[src/hdl/icfps_pkg.sv]
// ============================================================================
// icfps_pkg - shared types and tables for the isometric cube face scatter
// Beat layouts, face codes, shading factors and the per-face offset tables.
// ============================================================================
package icfps_pkg;

    // Face select codes
    typedef enum logic [1:0] {
        FACE_TOP   = 2'd0,
        FACE_LEFT  = 2'd1,
        FACE_RIGHT = 2'd2
    } face_t;

    // Face select code with no face behind it
    localparam logic [1:0] FUNC_NONE = 2'd3;

    // Default upper bound on the face edge
    localparam int MAX_SIZE_DEF = 64;

    // Register reset value (raw log2 of the face edge)
    localparam logic [2:0] SIZE_LOG2_RST = 3'd4;
    localparam logic [2:0] SIZE_LOG2_MIN = 3'd2;
    localparam logic [2:0] SIZE_LOG2_MAX = 3'd6;

    // Shading factors in Q0.16
    localparam logic [15:0] SHADE_LEFT  = 16'd54831;
    localparam logic [15:0] SHADE_RIGHT = 16'd43962;

    // Index of the final write of each face
    localparam logic [4:0] TOP_LAST  = 5'd15;
    localparam logic [4:0] SIDE_LAST = 5'd19;

    // Field widths
    localparam int COORD_W = 6;
    localparam int SIZE_W  = 7;
    localparam int X_W     = 9;
    localparam int Y_W     = 10;
    localparam int POS_W   = 10;
    localparam int ADDR_W  = 19;

    // Input beat
    typedef struct packed {
        logic [1:0]         func;
        logic [COORD_W-1:0] u;
        logic [COORD_W-1:0] v;
        logic [31:0]        pixel;
    } texel_t;

    // Result beat
    typedef struct packed {
        logic [ADDR_W-1:0] address;
        logic [31:0]       color;
        logic              last;
    } wr_t;

    // Shaded texel with its face origin
    typedef struct packed {
        face_t          face;
        logic [31:0]    color;
        logic [X_W-1:0] x;
        logic [Y_W-1:0] y;
    } item_t;

    // One target position before address generation
    typedef struct packed {
        logic [POS_W-1:0] xx;
        logic [POS_W-1:0] yy;
        logic [31:0]      color;
        logic             last;
    } spot_t;

    // Offset pair
    typedef struct packed {
        logic [2:0] ox;
        logic [2:0] oy;
    } off_t;

    localparam logic [2:0] TOP_OX [16] = '{
        3'd2, 3'd3, 3'd4, 3'd5, 3'd0, 3'd1, 3'd2, 3'd3,
        3'd4, 3'd5, 3'd6, 3'd7, 3'd2, 3'd3, 3'd4, 3'd5
    };
    localparam logic [2:0] TOP_OY [16] = '{
        3'd0, 3'd0, 3'd0, 3'd0, 3'd1, 3'd1, 3'd1, 3'd1,
        3'd1, 3'd1, 3'd1, 3'd1, 3'd2, 3'd2, 3'd2, 3'd2
    };
    localparam logic [2:0] LEFT_OX [20] = '{
        3'd0, 3'd1, 3'd0, 3'd1, 3'd2, 3'd3, 3'd0, 3'd1, 3'd2, 3'd3,
        3'd0, 3'd1, 3'd2, 3'd3, 3'd0, 3'd1, 3'd2, 3'd3, 3'd2, 3'd3
    };
    localparam logic [2:0] RIGHT_OX [20] = '{
        3'd2, 3'd3, 3'd0, 3'd1, 3'd2, 3'd3, 3'd0, 3'd1, 3'd2, 3'd3,
        3'd0, 3'd1, 3'd2, 3'd3, 3'd0, 3'd1, 3'd2, 3'd3, 3'd0, 3'd1
    };
    localparam logic [2:0] SIDE_OY [20] = '{
        3'd0, 3'd0, 3'd1, 3'd1, 3'd1, 3'd1, 3'd2, 3'd2, 3'd2, 3'd2,
        3'd3, 3'd3, 3'd3, 3'd3, 3'd4, 3'd4, 3'd4, 3'd4, 3'd5, 3'd5
    };

    // Look up offset number k of a face
    function automatic off_t off_lookup(face_t f, logic [4:0] k);
        off_t o;
        o.ox = 3'd0;
        o.oy = 3'd0;
        unique case (f)
            FACE_TOP:
            begin
                o.ox = TOP_OX[k[3:0]];
                o.oy = TOP_OY[k[3:0]];
            end
            FACE_LEFT:
            begin
                o.ox = LEFT_OX[k];
                o.oy = SIDE_OY[k];
            end
            FACE_RIGHT:
            begin
                o.ox = RIGHT_OX[k];
                o.oy = SIDE_OY[k];
            end
            default:
            begin
                o.ox = 3'd0;
                o.oy = 3'd0;
            end
        endcase
        return o;
    endfunction

    // Index of the final write for a face
    function automatic logic [4:0] last_index(face_t f);
        return (f == FACE_TOP) ? TOP_LAST : SIDE_LAST;
    endfunction

    // Clamp a raw log2 edge to the legal range and to the largest edge allowed
    function automatic logic [2:0] eff_log2(logic [2:0] raw, logic [2:0] max_log2);
        logic [2:0] l;
        l = raw;
        if (l < SIZE_LOG2_MIN) l = SIZE_LOG2_MIN;
        if (l > SIZE_LOG2_MAX) l = SIZE_LOG2_MAX;
        if (l > max_log2) l = max_log2;
        if (l < SIZE_LOG2_MIN) l = SIZE_LOG2_MIN;
        return l;
    endfunction

    // Scale one color byte by a Q0.16 factor, truncating
    function automatic logic [7:0] shade_byte(logic [7:0] c, logic [15:0] b);
        logic [23:0] p;
        p = 24'(c) * 24'(b);
        return p[23:16];
    endfunction

endpackage

[src/hdl/icfps_prep.sv]
// ============================================================================
// icfps_prep - input register, shading and face origin
// Stage 1 masks and registers the texel, stage 2 shades side-face texels
// and works out the isometric origin of the face position.
// ============================================================================
module icfps_prep
    import icfps_pkg::*;
(
    input  logic         clk,
    input  logic         rst_n,
    input  logic [2:0]   size_log2,
    input  logic         texel_valid,
    output logic         texel_ready,
    input  texel_t       texel,
    output logic         item_valid,
    input  logic         item_ready,
    output item_t        item
);

    logic               s1_valid_reg, s1_valid_next;
    texel_t             s1_reg, s1_next;
    logic               s2_valid_reg, s2_valid_next;
    item_t              s2_reg, s2_next;
    logic               s2_free;
    logic               s1_move;
    logic               take;
    logic [SIZE_W-1:0]  size;
    logic [COORD_W-1:0] mask;
    logic [7:0]         top_t;
    logic [SIZE_W-1:0]  right_t;
    logic [15:0]        shade_f;

    assign size = SIZE_W'(1) << size_log2;
    assign mask = COORD_W'(size - SIZE_W'(1));

    // Handshake between the stages
    assign s2_free     = !s2_valid_reg || item_ready;
    assign s1_move     = s1_valid_reg && s2_free;
    assign texel_ready = !s1_valid_reg || s2_free;
    assign take        = texel_valid && texel_ready;

    // Stage 1: mask the position, drop beats with no face
    always_comb
    begin
        s1_next       = s1_reg;
        s1_valid_next = s1_valid_reg;
        if (take)
        begin
            s1_valid_next = (texel.func != FUNC_NONE);
            s1_next.func  = texel.func;
            s1_next.u     = texel.u & mask;
            s1_next.v     = texel.v & mask;
            s1_next.pixel = texel.pixel;
        end
        else if (s1_move)
        begin
            s1_valid_next = 1'b0;
        end
    end

    // Stage 2: shade side-face colors and place the face origin
    assign top_t   = 8'(s1_reg.u) + 8'(size) - 8'd1 - 8'(s1_reg.v);
    assign right_t = SIZE_W'(s1_reg.u) + size;
    assign shade_f = (s1_reg.func == FACE_LEFT) ? SHADE_LEFT : SHADE_RIGHT;

    always_comb
    begin
        s2_next       = s2_reg;
        s2_valid_next = s2_valid_reg;
        if (s1_move)
        begin
            s2_valid_next = 1'b1;
            s2_next.face  = face_t'(s1_reg.func);
            if (s1_reg.func == FACE_TOP)
            begin
                s2_next.color = s1_reg.pixel;
            end
            else
            begin
                s2_next.color = {s1_reg.pixel[31:24],
                                 shade_byte(s1_reg.pixel[23:16], shade_f),
                                 shade_byte(s1_reg.pixel[15:8], shade_f),
                                 shade_byte(s1_reg.pixel[7:0], shade_f)};
            end
            unique case (s1_reg.func)
                FACE_TOP:
                begin
                    s2_next.x = {top_t[6:0], 2'b00};
                    s2_next.y = (Y_W'(s1_reg.u) + Y_W'(s1_reg.v)) << 1;
                end
                FACE_LEFT:
                begin
                    s2_next.x = {1'b0, s1_reg.u, 2'b00};
                    s2_next.y = (Y_W'(s1_reg.u) << 1) + (Y_W'(s1_reg.v) << 2)
                              + Y_W'(s1_reg.v) + (Y_W'(size) << 1);
                end
                default:
                begin
                    s2_next.x = {right_t, 2'b00};
                    s2_next.y = (Y_W'(s1_reg.v) << 2) + Y_W'(s1_reg.v)
                              + (Y_W'(size) << 2) - Y_W'(2) - (Y_W'(s1_reg.u) << 1);
                end
            endcase
        end
        else if (item_ready)
        begin
            s2_valid_next = 1'b0;
        end
    end

    always_ff @(posedge clk or negedge rst_n)
    begin
        if (!rst_n)
        begin
            s1_valid_reg <= 1'b0;
            s2_valid_reg <= 1'b0;
        end
        else
        begin
            s1_valid_reg <= s1_valid_next;
            s2_valid_reg <= s2_valid_next;
        end
    end

    always_ff @(posedge clk)
    begin
        s1_reg <= s1_next;
        s2_reg <= s2_next;
    end

    assign item_valid = s2_valid_reg;
    assign item       = s2_reg;

    // A beat with no face never reaches stage 1
    a_drop_none: assert property (@(posedge clk) disable iff (!rst_n)
        (take && texel.func == FUNC_NONE) |=> !s1_valid_reg)
        else $error("beat with no face entered the pipeline");

endmodule

[src/hdl/icfps_expand.sv]
// ============================================================================
// icfps_expand - offset sequencer
// Holds one shaded texel and steps through its face's offset table, one target
// position per cycle into a registered position stage, unless that stage stalls.
// ============================================================================
module icfps_expand
    import icfps_pkg::*;
(
    input  logic  clk,
    input  logic  rst_n,
    input  logic  item_valid,
    output logic  item_ready,
    input  item_t item,
    output logic  spot_valid,
    input  logic  spot_ready,
    output spot_t spot
);

    logic       hold_valid_reg, hold_valid_next;
    item_t      hold_reg, hold_next;
    logic [4:0] k_reg, k_next;
    logic       spot_valid_reg, spot_valid_next;
    spot_t      spot_reg, spot_next;
    logic       s4_free;
    logic       emit;
    logic       k_last;
    off_t       off;

    assign s4_free    = !spot_valid_reg || spot_ready;
    assign emit       = hold_valid_reg && s4_free;
    assign k_last     = (k_reg == last_index(hold_reg.face));
    assign item_ready = !hold_valid_reg || (emit && k_last);
    assign off        = off_lookup(hold_reg.face, k_reg);

    // Hold the texel and advance the offset counter
    always_comb
    begin
        hold_next       = hold_reg;
        hold_valid_next = hold_valid_reg;
        k_next          = k_reg;
        if (item_valid && item_ready)
        begin
            hold_next       = item;
            hold_valid_next = 1'b1;
            k_next          = 5'd0;
        end
        else if (emit && k_last)
        begin
            hold_valid_next = 1'b0;
        end
        else if (emit)
        begin
            k_next = k_reg + 5'd1;
        end
    end

    // Register one target position
    always_comb
    begin
        spot_next       = spot_reg;
        spot_valid_next = spot_valid_reg;
        if (emit)
        begin
            spot_valid_next = 1'b1;
            spot_next.xx    = POS_W'(hold_reg.x) + POS_W'(off.ox);
            spot_next.yy    = POS_W'(hold_reg.y) + POS_W'(off.oy);
            spot_next.color = hold_reg.color;
            spot_next.last  = k_last;
        end
        else if (spot_ready)
        begin
            spot_valid_next = 1'b0;
        end
    end

    always_ff @(posedge clk or negedge rst_n)
    begin
        if (!rst_n)
        begin
            hold_valid_reg <= 1'b0;
            spot_valid_reg <= 1'b0;
            k_reg          <= 5'd0;
        end
        else
        begin
            hold_valid_reg <= hold_valid_next;
            spot_valid_reg <= spot_valid_next;
            k_reg          <= k_next;
        end
    end

    always_ff @(posedge clk)
    begin
        hold_reg <= hold_next;
        spot_reg <= spot_next;
    end

    assign spot_valid = spot_valid_reg;
    assign spot       = spot_reg;

    // Counter stays within the face's table
    a_k_range: assert property (@(posedge clk) disable iff (!rst_n)
        hold_valid_reg |-> (k_reg <= last_index(hold_reg.face)))
        else $error("offset counter past end of table");

    // Final offset goes out marked last
    a_last_mark: assert property (@(posedge clk) disable iff (!rst_n)
        (emit && k_last) |=> (spot_valid_reg && spot_reg.last))
        else $error("final write not marked last");

    // A stalled sequencer does not skip offsets
    a_stall_hold: assert property (@(posedge clk) disable iff (!rst_n)
        (hold_valid_reg && !emit) |=> $stable(k_reg))
        else $error("offset counter moved during stall");

endmodule

[src/hdl/icfps_addr.sv]
// ============================================================================
// icfps_addr - linear address generation and output register
// Turns a target position into its index in the cube image and holds the
// finished write until it is taken.
// ============================================================================
module icfps_addr
    import icfps_pkg::*;
(
    input  logic       clk,
    input  logic       rst_n,
    input  logic [2:0] size_log2,
    input  logic       spot_valid,
    output logic       spot_ready,
    input  spot_t      spot,
    output logic       wr_valid,
    input  logic       wr_ready,
    output wr_t        wr
);

    logic              wr_valid_reg, wr_valid_next;
    wr_t               wr_reg, wr_next;
    logic [SIZE_W-1:0] size;
    logic [POS_W-1:0]  cube;
    logic [19:0]       row_base;
    logic              take;

    assign size       = SIZE_W'(1) << size_log2;
    assign cube       = (POS_W'(size) << 3) + POS_W'(size);
    assign spot_ready = !wr_valid_reg || wr_ready;
    assign take       = spot_valid && spot_ready;
    assign row_base   = 20'(spot.yy) * 20'(cube);

    // Build the write beat
    always_comb
    begin
        wr_next       = wr_reg;
        wr_valid_next = wr_valid_reg;
        if (take)
        begin
            wr_valid_next  = 1'b1;
            wr_next.address = ADDR_W'(row_base + 20'(spot.xx) + 20'(size >> 1));
            wr_next.color   = spot.color;
            wr_next.last    = spot.last;
        end
        else if (wr_ready)
        begin
            wr_valid_next = 1'b0;
        end
    end

    always_ff @(posedge clk or negedge rst_n)
    begin
        if (!rst_n)
        begin
            wr_valid_reg <= 1'b0;
        end
        else
        begin
            wr_valid_reg <= wr_valid_next;
        end
    end

    always_ff @(posedge clk)
    begin
        wr_reg <= wr_next;
    end

    assign wr_valid = wr_valid_reg;
    assign wr       = wr_reg;

endmodule

[src/hdl/iso_cube_face_pixel_scatter_top.sv]
// ============================================================================
// iso_cube_face_pixel_scatter_top - isometric cube face texel scatter
// Shades side-face texels and writes each face texel to its offset positions
// in the cube image.
//
//   channel   dir  handshake              payload
//   texel     in   texel_valid/ready      texel_t: func, u, v, pixel
//   wr        out  wr_valid/ready         wr_t: address, color, last
//   cfg       in   cfg_valid/ready        cfg_size_log2 (always ready)
//
// Five register stages: input, shade/origin, offset sequencer, position,
// address/output. A texel makes 16 writes (top face) or 20 writes (side
// face), one write per cycle out of the offset sequencer unless wr stalls.
// A face select of 3 is accepted and dropped. Reset clears all valid bits
// and sets size_log2 to 4, clamped to MAX_SIZE. A stall on wr backs up
// stage by stage; nothing is lost or repeated.
// ============================================================================
module iso_cube_face_pixel_scatter_top
    import icfps_pkg::*;
#(
    parameter int MAX_SIZE = MAX_SIZE_DEF
)
(
    input  logic       clk,
    input  logic       rst_n,
    input  logic       cfg_valid,
    output logic       cfg_ready,
    input  logic [2:0] cfg_size_log2,
    input  logic       texel_valid,
    output logic       texel_ready,
    input  texel_t     texel,
    output logic       wr_valid,
    input  logic       wr_ready,
    output wr_t        wr
);

    localparam int MAX_LOG2 = $clog2(MAX_SIZE + 1) - 1;

    logic [2:0] size_log2_reg, size_log2_next;
    logic       item_valid, item_ready;
    item_t      item;
    logic       spot_valid, spot_ready;
    spot_t      spot;

    // Configuration register, stored already clamped
    assign cfg_ready = 1'b1;

    always_comb
    begin
        size_log2_next = size_log2_reg;
        if (cfg_valid && cfg_ready)
        begin
            size_log2_next = eff_log2(cfg_size_log2, 3'(MAX_LOG2));
        end
    end

    always_ff @(posedge clk or negedge rst_n)
    begin
        if (!rst_n)
        begin
            size_log2_reg <= eff_log2(SIZE_LOG2_RST, 3'(MAX_LOG2));
        end
        else
        begin
            size_log2_reg <= size_log2_next;
        end
    end

    icfps_prep u_prep (
        .clk         (clk),
        .rst_n       (rst_n),
        .size_log2   (size_log2_reg),
        .texel_valid (texel_valid),
        .texel_ready (texel_ready),
        .texel       (texel),
        .item_valid  (item_valid),
        .item_ready  (item_ready),
        .item        (item)
    );

    icfps_expand u_expand (
        .clk        (clk),
        .rst_n      (rst_n),
        .item_valid (item_valid),
        .item_ready (item_ready),
        .item       (item),
        .spot_valid (spot_valid),
        .spot_ready (spot_ready),
        .spot       (spot)
    );

    icfps_addr u_addr (
        .clk        (clk),
        .rst_n      (rst_n),
        .size_log2  (size_log2_reg),
        .spot_valid (spot_valid),
        .spot_ready (spot_ready),
        .spot       (spot),
        .wr_valid   (wr_valid),
        .wr_ready   (wr_ready),
        .wr         (wr)
    );

endmodule

[config.mk]
export PLATFORM = sky130hd
export DESIGN_NAME = iso_cube_face_pixel_scatter_top
export DESIGN_NICKNAME = d
export VERILOG_FILES = /design/src/hdl/icfps_pkg.sv /design/src/hdl/icfps_prep.sv /design/src/hdl/icfps_expand.sv /design/src/hdl/icfps_addr.sv /design/src/hdl/iso_cube_face_pixel_scatter_top.sv
export SDC_FILE = /design/constraint.sdc
export NUM_CORES = 1
export LEC_CHECK = 0
export ABC_AREA = 1
export ABC_CLOCK_PERIOD_IN_PS = 6350
export BUFFER_PORTS_ARGS = -buffer_cell sky130_fd_sc_hd__buf_2
export CORE_MARGIN = 2
export CORE_UTILIZATION = 55
export CTS_CLUSTER_SIZE = 10
export DETAILED_ROUTE_END_ITERATION = 16
export PLACE_DENSITY = 0.75
export SLEW_MARGIN = 10
export SYNTH_ARGS = -nofsm -noshare
export SYNTH_HDL_FRONTEND = slang
export SYNTH_HIERARCHICAL = 1
export SYNTH_SLANG_ARGS = --single-unit
[constraint.sdc]
create_clock -name clk -period 6.35 [get_ports clk]
set_input_delay 0.635 -clock clk [delete_from_list [all_inputs] [get_ports clk]]
set_output_delay 0.635 -clock clk [all_outputs]
set_load 0.02 [all_outputs]
==> reports/qor.txt <==
Status: complete, no violations
DR vias: 18782
Worst Setup Start Kind: flip-flop
FP Rows: 79
All-Layer GR Usage: 0.258
CTS tree: yes
Gp weighted congestion: 0.985
Post-synth EDFFs: 255
Pre-CTS setup slack: 182 ps
Top FF cell, synth: edfxtp_1
Top cells by area, synth: edfxtp_1 (29%), fa_1 (23%), ha_1 (14%)
Ports: 109
Worst-Skew Late Latency: 550 ps
Cell area after synthesis: 26100 µm²
Iteration-0 DRC Markers: 1057
Fraction of layout cells with a size suffix above 1: 0.0790
Number of library cell types mapped by synthesis: 50
Worst reg2reg startpoint: size_log2_reg[0]
Slowest cell on the critical path: fa_1
Area occupied by registers: 7980 µm²
Die area: 49300 µm²
Cells on Worst Hold Path: 1
RSZ-0062 raised after global routing: no
Mapped Avg Cell Area: 9.21 µm²
Slowest stage delay, CP: 550 ps
Clk buf depth: 3
Starting density of the core: 0.559
Start point of the critical path: size_log2_reg[0]
Core area: 46800 µm²
Vias/cell: 5.23
Layout Skew: 23.3 ps
Clk slew on worst S/H paths: 60 ps
Wirelength per Cell: 16.8 µm
Worst path bufs/invs: 7
Fin crit period: 5990 ps
Fill cell count: 3950
Sequential share of the synthesized area: 0.306
Port bufs: 107
Die Span X: 222 µm
First-pass GRT wire length: 101 mm
Yosys top cell area share: 0.293
Post-Route WL: 60.5 mm
# clock sinks: 268
Largest area contributor in the netlist: edfxtp_1
Max frequency: 167 MHz
Largest net degree at the start of global routing: 60
Worst path required time: 6650 ps
Worst path depth: 27
H-tree Lvls: 2
Hold Vio Cnt, Final: 0
Fin Setup TNS: 0 ps
CP max FO: 8
Synth-to-layout area growth: 9.34%
Residual DRC: 0
Synthesized flop and latch total: 268
Layout Nets: 3616
CTS Buf Count: 35
Synth warn: 6
HP Class: input port to flip-flop
Hold path startpoint: texel[2]
Asr flop ratio synth: 0.0485
CP Class: flip-flop to flip-flop
Post-DP HPWL: 49.6 mm
R2R cell count: 27
CP endpoint kind: flip-flop
Slew HR: 0.316
Period utilization: 0.943
Die span in y: 222 µm
Number of antenna violations at the first check in global routing: 0
Syn Inst Count: 2837
Post-route worst setup slack: 360 ps
Slew @ Worst Pin: 1030 ps
Multi-input logic area: 15100 µm²
Maxcap violations: 0
Final setup vio count: 0
Arrival time worst endpoint: 6290 ps
Clock Tree Root: clkbuf_16
Total grt overflow: 0
DRT Pass-1 Iters: 11
CP top delay family: adder cells
Post-CTS setup buffers: 0
Crit path top cell by count: nand2_1
Max-slew violations: 0
Vias in the first global route: 20132
Antenna-violating nets left: 0
## cell type report
cell class / count / share of cell area
multi-input cells: 1768 / 0.530
flip-flops and latches: 268 / 0.280
inverters: 763 / 0.100
clock buffers: 43 / 0.0317
well taps: 607 / 0.0266
repair buffers: 132 / 0.0263
clock inverters: 12 / 0.00587
diodes: 1 / 0.0000876
## routing by layer
metal,vias to the layer above,share of wire,GRT usage
met5,-,0,0
met4,0,0.039,0.101
met3,149,0.052,0.0345
met2,520,0.50,0.457
met1,9110,0.41,0.320
li1,9003,-,-
## cell usage after synthesis, drive strengths merged (13+ instances only)
library cell / instances
nand4: 29
nor2: 231
nor3: 19
a21oi: 105
inv: 761
edfxtp: 255
xor2: 26
nand3: 109
ha: 293
o21bai: 13
clkbuf: 27
nand2: 523
fa: 301
o21ai: 62
## final timing paths
kind | to | slack, ps
worst max-delay path | u_addr/wr[45] | 360
worst min-delay path | u_prep/s1_reg[2] | 260
worst max register to register | u_addr/wr[45] | 360
worst min register to register | u_expand/spot[1] | 410
max in group asynchronous | size_log2_reg[2] | 5480
min in group asynchronous | u_expand/k_reg[3] | 540
## cells in the final DEF (no fill, tap or decap), types with 4 or more instances in the layout
master	instances
a21oi_1	102
clkinv_1	4
nand2_2	6
fa_1	301
or2_2	8
edfxtp_1	255
dfrtp_1	12
o221ai_1	5
or2_1	4
a21boi_0	5
nor2_2	15
inv_2	10
nor2_4	4
nor2_1	211
ha_1	293
o21ai_0	60
clkbuf_1	8
nand3_1	106
nand2_4	5
o21bai_1	13
o211ai_1	7
buf_4	22
nor3_1	15
buf_2	107
xnor2_1	5
clkbuf_16	35
inv_1	751
xor2_1	26
nand4_1	29
nand3b_1	7
nand2_1	512
## stage by stage
stage               hold slack [ps]  instance area [µm²]  std cells   util
floorplan                       339                26100       2838      -
global placement                401                27500       3537  0.587
detailed placement              405                27500       3537  0.587
CTS                             229                28500       3593  0.611
global route                    237                28600       3593  0.611
finish                          257                28600       3594  0.611
## cells by family after synthesis
family | count (synthesis) | synth area share
AND/OR/NAND/NOR | 938 | 0.153
buffers and inverters | 802 | 0.117
adder cells (fa/ha/maj) | 594 | 0.371
flip-flops | 268 | 0.306
AO/OA/AOI/OAI | 202 | 0.0426
XOR/XNOR | 31 | 0.0104
other | 2 | 0.000287
## what timing repair did
action / 4_1_cts / 5_1_grt
hold endpoints to repair: 10 / 0
endpoints found under the setup margin: 0 / 9
hold buffers: 1 / 0
resized for setup: 0 / 3
Power is not shown: default switching activity piles up to over one toggle a cycle in this logic, so the estimate is an artifact.
